## config.mk

```make
export PLATFORM = sky130hd
export DESIGN_NAME = hgb_window
export DESIGN_NICKNAME = d
export VERILOG_FILES = /design/src/rtl/hgb_pkg.sv /design/src/rtl/hgb_window.sv
export SDC_FILE = /design/constraint.sdc
export NUM_CORES = 1
export LEC_CHECK = 0
export CAP_MARGIN = 20
export CORE_MARGIN = 2
export CORE_UTILIZATION = 45
export CTS_CLUSTER_DIAMETER = 100
export CTS_CLUSTER_SIZE = 12
export DETAILED_ROUTE_END_ITERATION = 12
export DONT_BUFFER_PORTS = 1
export GPL_TIMING_DRIVEN = 0
export PLACE_DENSITY_LB_ADDON = 0.25
export SYNTH_ARGS = -nofsm -noshare
export SYNTH_HDL_FRONTEND = slang
export SYNTH_SLANG_ARGS = --single-unit
export TNS_END_PERCENT = 100
```

## constraint.sdc

```tcl
create_clock -name clk -period 4.4 [get_ports clk]
set_input_delay 0.88 -clock clk [delete_from_list [all_inputs] [get_ports clk]]
set_output_delay 0.88 -clock clk [all_outputs]
set_load 0.01 [all_outputs]
```

## src/rtl/hgb_pkg.sv

```systemverilog
// ---------------------------------------------------------------------------
// hgb_pkg: shared types and constants for the horizontal Gaussian blur
// Pixel and result transaction formats, configuration layout, window sizing.
// ---------------------------------------------------------------------------
package hgb_pkg;

  localparam int MAX_RADIUS     = 6;
  localparam int MAX_ROW_LENGTH = 4096;

  localparam int WIN_DEPTH  = 2 * MAX_RADIUS + 1;
  localparam int ROW_CNT_W  = $clog2(MAX_ROW_LENGTH);
  localparam int RAD_W      = $clog2(MAX_RADIUS + 1);
  localparam int POS_W      = $clog2(WIN_DEPTH + 1);

  localparam int PIX_W      = 8;
  localparam int WEIGHT_W   = 17;
  localparam int FRAC_BITS  = 16;
  localparam int PROD_W     = PIX_W + WEIGHT_W;
  localparam int SUM_W      = PROD_W + $clog2(WIN_DEPTH);
  localparam int TREE_N     = 1 << $clog2(WIN_DEPTH);

  localparam int NUM_TAPS   = 7;
  localparam int TAP_IDX_W  = $clog2(NUM_TAPS);
  localparam int CFG_RAD_W  = 3;

  localparam logic [WEIGHT_W-1:0] UNIT_WEIGHT = WEIGHT_W'(1 << FRAC_BITS);

  localparam int APB_ADDR_W = 5;
  localparam int APB_DATA_W = 32;

  typedef enum logic [2:0] {
    REG_BLUR_RADIUS  = 3'd0,
    REG_TAP_WEIGHT_0 = 3'd1,
    REG_TAP_WEIGHT_1 = 3'd2,
    REG_TAP_WEIGHT_2 = 3'd3,
    REG_TAP_WEIGHT_3 = 3'd4,
    REG_TAP_WEIGHT_4 = 3'd5,
    REG_TAP_WEIGHT_5 = 3'd6,
    REG_TAP_WEIGHT_6 = 3'd7
  } reg_idx_t;

  typedef struct packed {
    logic [PIX_W-1:0] red_in;
    logic [PIX_W-1:0] green_in;
    logic [PIX_W-1:0] blue_in;
    logic             row_end;
  } pixel_in_t;

  typedef struct packed {
    logic [PIX_W-1:0] red_out;
    logic [PIX_W-1:0] green_out;
    logic [PIX_W-1:0] blue_out;
    logic             row_last;
    logic             burst_last;
  } pixel_out_t;

  typedef struct packed {
    logic [PIX_W-1:0] red;
    logic [PIX_W-1:0] green;
    logic [PIX_W-1:0] blue;
  } rgb_t;

  typedef struct packed {
    logic [PROD_W-1:0] red;
    logic [PROD_W-1:0] green;
    logic [PROD_W-1:0] blue;
  } prod_rgb_t;

  typedef struct packed {
    logic [RAD_W-1:0]                   radius;
    logic [NUM_TAPS-1:0][WEIGHT_W-1:0]  weight;
  } blur_cfg_t;

  // One pending output: which window slot is the centre pixel, how many
  // window slots belong to the current row, and whether this is a flush.
  typedef struct packed {
    logic [RAD_W-1:0] centre;
    logic [POS_W-1:0] n_clip;
    logic             flush;
  } job_t;

  typedef struct packed {
    logic row_last;
    logic burst_last;
  } tag_t;

endpackage

```

## src/rtl/hgb_window.sv

```systemverilog
// ---------------------------------------------------------------------------
// hgb_window: pixel window, row counter and output sequencer
// Shifts accepted pixels into the window and issues one job per output.
// ---------------------------------------------------------------------------
module hgb_window
  import hgb_pkg::*;
(
  input  logic                   clk,
  input  logic                   rst,
  input  logic                   pixel_valid,
  output logic                   pixel_stall,
  input  pixel_in_t              pixel,
  input  logic [RAD_W-1:0]       radius,
  input  logic                   prod_ready,
  output logic                   job_valid,
  output job_t                   job,
  output rgb_t [WIN_DEPTH-1:0]   window
);

  logic [ROW_CNT_W-1:0] row_count;
  logic [ROW_CNT_W-1:0] count_inc;
  logic [ROW_CNT_W-1:0] last_pos;
  logic [ROW_CNT_W-1:0] radius_ext;
  logic                 burst_more;
  logic                 job_free;
  logic                 accept;
  logic                 emit;
  job_t                 job_load;
  rgb_t                 pix_rgb;

  // A flush job with more pixels to give keeps the window frozen.
  assign burst_more  = job_valid && job.flush && (job.centre != '0);
  assign job_free    = !job_valid || (prod_ready && !burst_more);
  assign pixel_stall = !job_free;
  assign accept      = pixel_valid && job_free;

  assign count_inc  = (row_count < ROW_CNT_W'(MAX_ROW_LENGTH - 1)) ?
                      row_count + 1'b1 : row_count;
  assign last_pos   = count_inc - 1'b1;
  assign radius_ext = ROW_CNT_W'(radius);
  assign emit       = pixel.row_end || (count_inc > radius_ext);

  assign pix_rgb.red   = pixel.red_in;
  assign pix_rgb.green = pixel.green_in;
  assign pix_rgb.blue  = pixel.blue_in;

  always_comb begin
    job_load.flush = pixel.row_end;
    if (count_inc < ROW_CNT_W'(WIN_DEPTH)) begin
      job_load.n_clip = POS_W'(count_inc);
    end else begin
      job_load.n_clip = POS_W'(WIN_DEPTH);
    end
    // A row no longer than the radius starts its flush at its first pixel.
    if (pixel.row_end && (last_pos < radius_ext)) begin
      job_load.centre = RAD_W'(last_pos);
    end else begin
      job_load.centre = radius;
    end
  end

  always_ff @(posedge clk) begin
    if (rst) begin
      row_count <= '0;
      job_valid <= 1'b0;
    end else if (accept) begin
      row_count <= pixel.row_end ? '0 : count_inc;
      job_valid <= emit;
    end else if (job_valid && prod_ready && !burst_more) begin
      job_valid <= 1'b0;
    end
  end

  always_ff @(posedge clk) begin
    if (rst) begin
      window <= '0;
    end else if (accept) begin
      job    <= job_load;
      window <= {window[WIN_DEPTH-2:0], pix_rgb};
    end else if (burst_more && prod_ready) begin
      job.centre <= job.centre - 1'b1;
    end
  end

endmodule

```

==> summary.md, run 1 <==
| Metric | Value |
|---|---|
| Run status | completed |
| Crit path max fanout | 10 |
| Vias post-DR | 10.4k |
| Data required time of the worst path | 4.71 ns |
| Register area share after synthesis | 0.557 |
| Worst slew pin tran | 0.744 ns |
| Worst Hold Class | primary input to flop |
| Leakage | 4.32 nW |
| Antenna violations before repair | 0 |
| Root buffer cell | clkbuf_16 |
| Synth Flop Type | dfxtp_1 |
| Vias in the first global route | 9920 |
| Clk_skew | 0.0135 ns |
| Max Buffers Root-to-Sink | 3 |
| Hold Fails Final Rpt | 0 |
| Post-Syn Area | 12100 um^2 |
| Post-route DRC | 0 |
| Max_slew headroom | 0.504 |
| Filler instances | 2669 |
| GRT overflow | 0 |
| Final setup viols | 0 |
| Max Fclk | 277 MHz |
| Ys async rst share | 0 |
| Number of I/O pins | 354 |
| Clk sink count | 333 |
| Core ar. | 26700 um^2 |
| Setup CP Type | flop to flop |
| Minimum clock period | 3.60 ns |
| Placer congestion estimate | 0.891 |
| Power per Cell Area | 430 nW/um^2 |
| Synth warn | 0 |
| Starting Density | 0.454 |
| CTS resizes | 0 |
| Total of max-cap violations | 0 |
| Overall routing resource usage | 0.251 |
| Htree depth | 1 |
| Setup Fix Bufs, Post-CTS | 0 |
| Crit end category | flop |
| Number of synthesized flops with an enable pin | 8 |
| Cell row count | 60 |
| WL/cell | 19.2 um |
| Critical path launch point type | flop |
| Sum Neg Setup Slack | 0 ns |
| Vias per cell | 5.43 |
| CTS tree | built |
| Post-Synthesis Cells | 1546 |
| Die height | 168 um |
| Routed Antenna Nets | 0 |
| First-pass GRT wire length | 56500 um |
| CTS buffer count | 31 |
| Distinct cell type count of the synthesized netlist | 43 |
| Proportion of layout cells with a drive suffix above 1 | 0.0285 |
| Fin nets | 1621 |
| Die area | 28200 um^2 |
| Period Utilization, post-route | 0.819 |
| RSZ-0062 raised after global routing | false |
| Syn-to-layout area delta | 10.0% |
| Ant. Diodes | 0 |
| Syn_nets | 1588 |
| WHS | 0.415 ns |
| Number of synthesized register bits | 333 |
| Syn_area_per_cell | 7.83 um^2 |
| Routed WL | 36900 um |
| Detail Placement HPWL | 28000 um |
| DR iter-0 viols | 564 |
| Later-pin clock latency in the skew report | 0.56 ns |
| Clk slew on worst S/H paths | 0.06 ns |
| Peak supply drop | 276 uV |
| # hold bufs at CTS | 0 |
| Largest net degree at the start of global routing | 15 |
| Slew Limit Fails | 0 |
| CP Data Arrival Time | 3.92 ns |
| Chip width | 168 um |
| Drt pass-1 iters | 5 |
| Port bufs | 0 |
[Yosys cell counts (all sizes together) (3+ instances only)]
| cell type | n | area share |
|---|---|---|
| a21oi | 325 | 0.13 |
| a22oi | 4 | 0.0025 |
| a31oi | 10 | 0.0052 |
| and2 | 4 | 0.0021 |
| and3 | 5 | 0.0026 |
| and4 | 4 | 0.0031 |
| buf | 7 | 0.0027 |
| clkbuf | 109 | 0.034 |
| dfxtp | 325 | 0.54 |
| edfxtp | 8 | 0.020 |
| ha | 10 | 0.010 |
| inv | 19 | 0.0059 |
| nand2 | 634 | 0.20 |
| nand3 | 7 | 0.0029 |
| nand4 | 4 | 0.0026 |
| nor2 | 18 | 0.0056 |
| nor2b | 3 | 0.0016 |
| nor3 | 11 | 0.0045 |
| nor4 | 4 | 0.0021 |
| o21ai | 7 | 0.0029 |
| o31ai | 3 | 0.0019 |
[cells in the final DEF (no fill, tap or decap), types with 7 or more instances in the layout]
| master | n |
|---|---|
| nand2_1 | 634 |
| a21oi_1 | 325 |
| dfxtp_1 | 325 |
| clkbuf_1 | 108 |
| clkbuf_16 | 31 |
| inv_1 | 19 |
| nor2_1 | 18 |
| nor3_1 | 11 |
| a31oi_1 | 10 |
| ha_1 | 10 |
| edfxtp_1 | 8 |
| o21ai_0 | 7 |
| nand3_1 | 7 |
[final timing paths]
check                            start                  endpoint  slack [ns]  depth (start not counted)
max          row_count[1]$_SDFFE_PP0P_          job[6]$_DFFE_PP_        0.80                         16
min                           pixel[0]          job[0]$_DFFE_PP_        0.42                          0
max reg2reg  row_count[1]$_SDFFE_PP0P_          job[6]$_DFFE_PP_        0.80                         16
min reg2reg   window[288]$_SDFFE_PP0P_  window[288]$_SDFFE_PP0P_        0.50                          2
[stage by stage]
stage | utilization | setup slack, ns | cells | area (um^2) | power [mW]
after floorplan | - | 1.42 | 1546 | 12100 | 3.39
after global placement | 0.470 | 0.899 | 1887 | 12500 | 3.49
after detailed placement | 0.470 | 0.850 | 1887 | 12500 | 3.50
after CTS | 0.500 | 0.815 | 1920 | 13300 | 5.76
after global routing | 0.500 | 0.538 | 1920 | 13300 | 5.92
final | 0.500 | 0.796 | 1920 | 13300 | 5.73
[where the power goes]
group / switching (mW) / internal [mW] / total, mW / leakage [nW]
Sequential: 0.0508 / 3.06 / 3.11 / 2.70
Combinational: 0.254 / 0.0675 / 0.322 / 1.24
Clock: 1.07 / 1.23 / 2.30 / 0.387
Total: 1.37 / 4.36 / 5.73 / 4.32
[logic make-up (layout without fill, tap and decap cells)]
| kind of cell | Yosys count | in the layout | synth area share |
|---|---|---|---|
| adder cells (fa/ha/maj) | 10 | 10 | 0.0103 |
| multiplexers | 1 | 1 | 0.000827 |
| flip-flops | 333 | 333 | 0.557 |
| AND/OR/NAND/NOR | 700 | 700 | 0.228 |
| XOR/XNOR | 3 | 3 | 0.00217 |
| AO/OA/AOI/OAI | 364 | 364 | 0.159 |
| buffers and inverters | 135 | 168 | 0.0426 |
[per-layer routing]
layer | GRT usage | part of all wire | vias up
met3 | 0.110 | 0.12 | 71
met4 | 0.0839 | 0.030 | 0
met1 | 0.276 | 0.37 | 4864
met5 | 0 | 0 | -
li1 | - | - | 5099
met2 | 0.434 | 0.48 | 398
[state kept, by name, summed over array words and instances (netlist names)]
name and cells:
window 312, row_count 12, job_valid 1, job 8
[layout make-up]
cell class	count	area [um^2]	share of cell area
inverters	19	71.3	0.00536
well taps	341	427	0.0320
plain buffers	116	444	0.0334
multi-input cells	1078	4840	0.364
clock inverters	1	5.00	0.000376
flip-flops and latches	333	6750	0.507
clock buffers	32	779	0.0585
[critical path: stages, from the launching register on]
cell and delay, ns:
dfxtp_1 0.45, ha_1 0.19, buf_2 0.20, nand4_1 0.15, buf_2 0.23, xnor2_1 0.37
ha_1 0.24, inv_1 0.07, nand2_1 0.05, and2_1 0.16, inv_1 0.05, ha_1 0.25
o21ai_0 0.08, nand3b_1 0.16, a2111oi_4 0.24, o211ai_1 0.21, o21a_1 0.25
Note: power is estimated with default switching activity, not from simulation.
==> inputs of run 2 (changes only) <==
--- a/config.mk
+++ b/config.mk
@@ -5,6 +5,7 @@
 export SDC_FILE = /design/constraint.sdc
 export NUM_CORES = 1
 export LEC_CHECK = 0
+export ABC_AREA = 1
 export CAP_MARGIN = 20
 export CORE_MARGIN = 2
 export CORE_UTILIZATION = 45
==> constraint.sdc (replaced) <==
create_clock -name clk -period 3 [get_ports clk]
set_input_delay 0.6 -clock clk [delete_from_list [all_inputs] [get_ports clk]]
set_output_delay 0.6 -clock clk [all_outputs]
set_load 0.01 [all_outputs]
==> run 2 against run 1 <==
Net effect:
- hold slack got worse by 0.30 ns
- die area rose by 2.5%
- highest routed layer unchanged
- sequential cell count unchanged
- routed wire length increased by 1.3%
- register-to-register slack worse by 0.78 ns
- clock-buffer cell count rose by 2
- largest power group unchanged
- first-iteration DRC count is 6.7% higher
- power grew 49%
- synthesized cell count rose by 6.4%
- via count up 2.8%
- critical path type unchanged
- worst setup slack got worse by 0.78 ns
- sequential power grew 47%
==> summary.md, run 2 <==
| Metric | Value |
|---|---|
| Top reg by flops | window |
| Crit path max fanout | 4 |
| Number of I/O pins | 354 |
| Final setup viols | 0 |
| Largest regs | window: 312 flops, row_count: 12 flops, job: 8 flops |
| R2R cell count | 22 |
| Synth area leaders | dfxtp_1, nand2_1, a21oi_1, clkbuf_1, edfxtp_1 |
| Design Area, Final | 13900 um^2 |
| First-pass GRT wire length | 56500 um |
| Grt met3 use | 0.105 |
| Detail Placement HPWL | 28600 um |
| Clk slew on worst S/H paths | 0.08 ns |
| CTS tree | built |
| Overall routing resource usage | 0.248 |
| Synth warn | 0 |
| Number of synthesized register bits | 333 |
| Seq pwr share | 0.534 |
| Max Fclk | 335 MHz |
| Syn_area_per_cell | 7.55 um^2 |
| Worst slew pin tran | 0.757 ns |
| GR peak layer | met2 |
| Minimum clock period | 2.98 ns |
| Commonest non-fill, non-tap cell in the layout | nand2_1 |
| Later-pin clock latency in the skew report | 0.57 ns |
| Chip width | 170 um |
| Placer congestion estimate | 0.920 |
| Vias post-DR | 10.7k |
| Fin nets | 1737 |
| Final Non-Filler Cells | 2039 |
| Slew Limit Fails | 0 |
| Crit end category | flop |
| Count leader, synth | nand2_1 |
| Register area share after synthesis | 0.543 |
| DR iter-0 viols | 602 |
| P_int | 6.46 mW |
| GRT overflow | 0 |
| Cell row count | 60 |
| Met2 usage | 0.430 |
| Core ar. | 27000 um^2 |
| Setup CP Type | flop to flop |
| Filler instances | 2636 |
| Largest net degree at the start of global routing | 16 |
| Placed cell area | 12900 um^2 |
| Post-place setup slack | -0.475 ns |
| Commonest cells after routing, fill and taps aside | nand2_1, a21oi_1, dfxtp_1 |
| Synth Flop Type | dfxtp_1 |
| Leakage | 4.74 nW |
| RSZ-0062 raised after global routing | true |
| Max Buffers Root-to-Sink | 3 |
| NetSw | 2.09 mW |
| Post-route setup slack | 0.0191 ns |
| Area leader, netlist | dfxtp_1 |
| Final Util | 0.515 |
| Root buffer cell | clkbuf_16 |
| Worst r2r src | row_count[1]$_SDFFE_PP0P_ |
| Post-Syn Area | 12400 um^2 |
| # hold bufs at CTS | 0 |
| Data required time of the worst path | 3.33 ns |
| Routed Antenna Nets | 0 |
| Sequential cell area | 6760 um^2 |
| Cell total after placement | 1986 |
| R2R Path End | job[5]$_DFFE_PP_ |
| Period Utilization, post-route | 0.994 |
| Max_slew headroom | 0.495 |
| WL/cell | 18.3 um |
| Ys async rst share | 0 |
| Source of the critical timing path | row_count[1]$_SDFFE_PP0P_ |
| Top cell type's share of synthesized area | 0.524 |
| Starting Density | 0.459 |
| Max reg flops | 312 |
| Worst Hold Class | primary input to flop |
| Vias per cell | 5.26 |
| Hold Fails Final Rpt | 0 |
| Routed WL | 37400 um |
| Ant. Diodes | 0 |
| CTS buffer count | 31 |
| Antenna violations before repair | 0 |
| GR Layer Usage met1 | 0.274 |
| Drt pass-1 iters | 5 |
| Vias in the first global route | 9978 |
| Power per Cell Area | 614 nW/um^2 |
| Comb pwr share | 0.069 |
| R2R setup slack | 0.02 ns |
| Multi-input gate area | 5210 um^2 |
| Proportion of layout cells with a drive suffix above 1 | 0.0736 |
| Critical path launch point type | flop |
| Port bufs | 0 |
| Switching fraction of total power | 0.244 |
| Clk sink count | 333 |
| Peak supply drop | 508 uV |
| Die area | 28900 um^2 |
| CP Data Arrival Time | 3.31 ns |
| Part of the power in the clock network | 0.397 |
| Hold path cells | 0 |
| Number of synthesized flops with an enable pin | 8 |
| Clk_skew | 0.0259 ns |
| Syn_nets | 1687 |
| Die height | 170 um |
| Syn-to-layout area delta | 12.1% |
| Total of max-cap violations | 0 |
| Run status | completed |
| Beginning of the worst hold path | pixel[0] |
| Synth top cells by count | nand2_1, a21oi_1, dfxtp_1 |
| Htree depth | 1 |
| Post-route DRC | 0 |
| Distinct cell type count of the synthesized netlist | 29 |
| Hold path endpoint | job[0]$_DFFE_PP_ |
| WHS | 0.115 ns |
| Post-Synthesis Cells | 1645 |
[run 2: cell types whose count changed in the layout (fill, tap and decap cells not counted), sizes merged, moves of 5 or more]
cell	previous run	this run
a31oi	10	0
and3	5	0
buf	7	24
inv	19	40
nand2	634	738
nand3	7	29
nor2	18	37
nor3	11	2
[run 2: critical path, stage by stage, from the launching register on]
cell,delay [ns]
dfxtp_4,0.37
ha_4,0.15
nand2_4,0.07
nor2_8,0.11
buf_6,0.11
nand4_1,0.15
nand2_4,0.13
ha_4,0.15
nand3_2,0.08
inv_2,0.10
nor2_4,0.05
inv_2,0.07
ha_4,0.20
o21ai_2,0.05
nand3b_1,0.10
nor3_1,0.17
nand2_1,0.07
nor2_1,0.12
nand3_2,0.10
nor2_4,0.17
nand3_2,0.08
nand3_2,0.07
nand2_1,0.05
[run 2: kinds of logic after synthesis]
logic type,synth area share
and+or+nand+nor,0.265
buffers and inverters,0.0465
adders and majority gates,0.0101
AOI/OAI and AO/OA,0.134
DFF,0.543
xor gates and xnor gates,0.000705
[run 2: worst max path at each step]
stage / to / cells after the start
detailed placement: job[6]$_DFFE_PP_ / 22
global placement: job[5]$_DFFE_PP_ / 22
floorplan: job[5]$_DFFE_PP_ / 22
finish: job[5]$_DFFE_PP_ / 22
global route: job[5]$_DFFE_PP_ / 23
CTS: job[6]$_DFFE_PP_ / 21
[run 2: per-layer routing]
metal,up-vias,wire length (um),part of all wire
met2,431,17700,0.47
met4,0,1160,0.031
met1,4860,13900,0.37
met3,67,4630,0.12
met5,-,0,0
li1,5361,-,-
[run 2: area by class of cell]
cell class                 count  area share
buffer                       110      0.0315
inverter                      40      0.0109
multi-input combinational   1162       0.374
clock inverter                 2    0.000989
clock buffer                  34      0.0565
sequential                   333       0.486
tap                          341      0.0306
timing repair buffer          17     0.00944
[run 2: power groups by stage]
stage / Clock [mW] / Sequential (mW) / Combinational (mW)
5_1_grt: 3.66 / 4.57 / 0.657
2_1_floorplan: 0 / 4.64 / 0.394
4_1_cts: 3.47 / 4.56 / 0.574
6_report: 3.39 / 4.56 / 0.589
3_3_place_gp: 0 / 4.67 / 0.545
3_5_place_dp: 0 / 4.67 / 0.553
[run 2: timing repair]
item / 4_1_cts / 5_1_grt
pin swaps: 14 / 17
buffers inserted: 13 / 4
setup endpoints to repair: 104 / 20
hold endpoints to repair: 0 / 0
resized for setup: 30 / 17
[run 2: stage by stage]
step	power [mW]	setup TNS, ns
global placement	5.21	-2.14
detailed placement	5.22	-5.54
floorplan	5.03	0
finish	8.54	0
CTS	8.61	-0.00515
global route	8.88	-0.405
==> inputs of run 3 (changes only) <==
--- a/config.mk
+++ b/config.mk
@@ -7,6 +7,7 @@
 export LEC_CHECK = 0
 export ABC_AREA = 1
 export CAP_MARGIN = 20
+export CORE_ASPECT_RATIO = 1.75
 export CORE_MARGIN = 2
 export CORE_UTILIZATION = 45
 export CTS_CLUSTER_DIAMETER = 100
==> run 3 against run 2 <==
Net effect:
- clock skew fell by 0.0060 ns
- clock power rose by 1%
- core utilization fell by 0.25 points
- sequential cell count did not move
- sequential share of layout area fell by 0.11 points
- register-to-register slack improved by 0.03 ns
- highest routed layer unchanged
- largest cell class unchanged
- first-iteration DRC count fell by 47%
- largest power group unchanged
- combinational power fell by 1%
- non-clock buffer count fell by 2
- sequential power barely moved
==> summary.md, run 3 (synthesis gave the netlist of run 2 again) <==
| Metric | Value |
|---|---|
| Max_slew headroom | 0.453 |
| # hold bufs at CTS | 0 |
| Final setup viols | 0 |
| Data required time of the worst path | 3.32 ns |
| Largest regs | window: 312 flops, row_count: 12 flops, job: 8 flops |
| Run status | completed |
| DR iter-0 viols | 318 |
| Clk sink count | 333 |
| Period Utilization, post-route | 0.983 |
| WL/cell | 18.3 um |
| First-pass GRT wire length | 56600 um |
| Commonest cells after routing, fill and taps aside | nand2_1, a21oi_1, dfxtp_1 |
| Setup CP Type | flop to flop |
| Part of the power in the clock network | 0.401 |
| Post-route DRC | 0 |
| Overall routing resource usage | 0.251 |
| CP Data Arrival Time | 3.27 ns |
| Fin nets | 1735 |
| Family with the most delay on the worst path | simple AND/OR/NAND/NOR gates |
| Filler instances | 2731 |
| Clk_skew | 0.0199 ns |
| Buf/Inv on CP | 2 |
| Seq pwr share | 0.532 |
| GRT overflow | 0 |
| Port bufs | 0 |
| Delay of the slowest cell on the worst path | 0.36 ns |
| Root buffer cell | clkbuf_16 |
| Worst Hold Class | primary input to flop |
| Core ar. | 27200 um^2 |
| CTS buffer count | 31 |
| Chip width | 130 um |
| Die area | 29000 um^2 |
| Largest net degree at the start of global routing | 16 |
| Drt pass-1 iters | 4 |
| P_int | 6.48 mW |
| RSZ-0062 raised after global routing | true |
| Minimum clock period | 2.95 ns |
| Hold Fails Final Rpt | 0 |
| Max reg flops | 312 |
| Leakage | 4.78 nW |
| Slew Limit Fails | 0 |
| Die height | 224 um |
| CTS tree | built |
| Comb pwr share | 0.068 |
| PnR Total Power | 8.58 mW |
| Vias in the first global route | 10.3k |
| Routed Antenna Nets | 0 |
| Max Fclk | 339 MHz |
| Antenna violations before repair | 0 |
| Switching fraction of total power | 0.244 |
| Crit end category | flop |
| NetSw | 2.10 mW |
| Proportion of layout cells with a drive suffix above 1 | 0.0790 |
| Top reg by flops | window |
| Routed WL | 37800 um |
| Clk slew on worst S/H paths | 0.06 ns |
| Htree depth | 1 |
| Starting Density | 0.456 |
| Worst slew pin tran | 0.821 ns |
| Slowest-stage cell, CP | dfxtp_4 |
| R2R setup slack | 0.05 ns |
| Multi-input gate area | 5200 um^2 |
| Crit path max fanout | 4 |
| Power per Cell Area | 615 nW/um^2 |
| Syn-to-layout area delta | 12.4% |
| Later-pin clock latency in the skew report | 0.58 ns |
| Critical path launch point type | flop |
| Worst-path cell chain | ha_4 > nand2_4 > nor2_8 > buf_6 > nand4_1 > nand2_4 > ha_4 > nor2_2 > nor2_2 > inv_1 > ha_1 > o21ai_1 > nand3b_1 > nor3_2 > nand2_1 > nor2_1 > nand3_1 > nor2_4 > nand3_2 > nand3_2 > nand2_1 |
| Ant. Diodes | 0 |
| Commonest non-fill, non-tap cell in the layout | nand2_1 |
| Final Util | 0.513 |
| Vias post-DR | 10.6k |
| Peak supply drop | 499 uV |
| Vias per cell | 5.14 |
| Sequential cell area | 6770 um^2 |
| Max Buffers Root-to-Sink | 3 |
| Total of max-cap violations | 0 |
| Number of I/O pins | 354 |
| Placer congestion estimate | 0.855 |
| Cell row count | 80 |
| Detail Placement HPWL | 29500 um |
==> run 3: repair_timing <==
item | 4_1_cts | 5_1_grt
setup endpoints to repair | 108 | 89
pin swaps | 12 | 12
gates resized for setup | 31 | 38
hold endpoints to repair | 0 | 0
setup buffers | 12 | 3
==> run 3: final cells by class <==
type | instances | share of cell area
Clock inverter | 1 | 0.000628
Multi-Input combinational cell | 1162 | 0.372
Tap cell | 369 | 0.0331
Buffer | 110 | 0.0325
Clock buffer | 35 | 0.0574
Sequential cell | 333 | 0.485
Timing Repair Buffer | 15 | 0.00861
Inverter | 40 | 0.0108
==> run 3: power groups by stage <==
stage	clock network, mW	logic, mW	registers [mW]
floorplan	0	0.394	4.64
global placement	0	0.549	4.66
detailed placement	0	0.555	4.66
CTS	3.53	0.577	4.56
global route	3.68	0.652	4.57
finish	3.44	0.581	4.56
==> run 3: stage by stage <==
stage               TNS [ns]  instance area, um^2  worst slack [ns]  std cells  hold WS [ns]
finish                     0                14000            0.0512       2065         0.128
global route          -0.469                14000            -0.166       2065         0.109
CTS                 -0.00712                13900          -0.00712       2062         0.102
detailed placement     -9.98                12900            -0.449       2014         0.503
global placement       -7.18                12900            -0.454       2014         0.498
floorplan                  0                12400           0.00960       1645         0.463
==> run 3: path summary, 6_finish.rpt <==
path                               from                    endpoint  cells after the start
max           row_count[0]$_SDFFE_PP0P_            job[6]$_DFFE_PP_                     21
min                            pixel[0]            job[0]$_DFFE_PP_                      0
max reg2reg   row_count[0]$_SDFFE_PP0P_            job[6]$_DFFE_PP_                     21
min reg2reg  row_count[11]$_SDFFE_PP0P_  row_count[11]$_SDFFE_PP0P_                      2
==> run 3: per-layer routing <==
metal / track usage / vias up / share of wire
met2: 0.487 / 399 / 0.53
met4: 0.131 / 0 / 0.052
met1: 0.206 / 4779 / 0.30
met5: 0 / - / 0
met3: 0.104 / 79 / 0.11
li1: - / 5356 / -
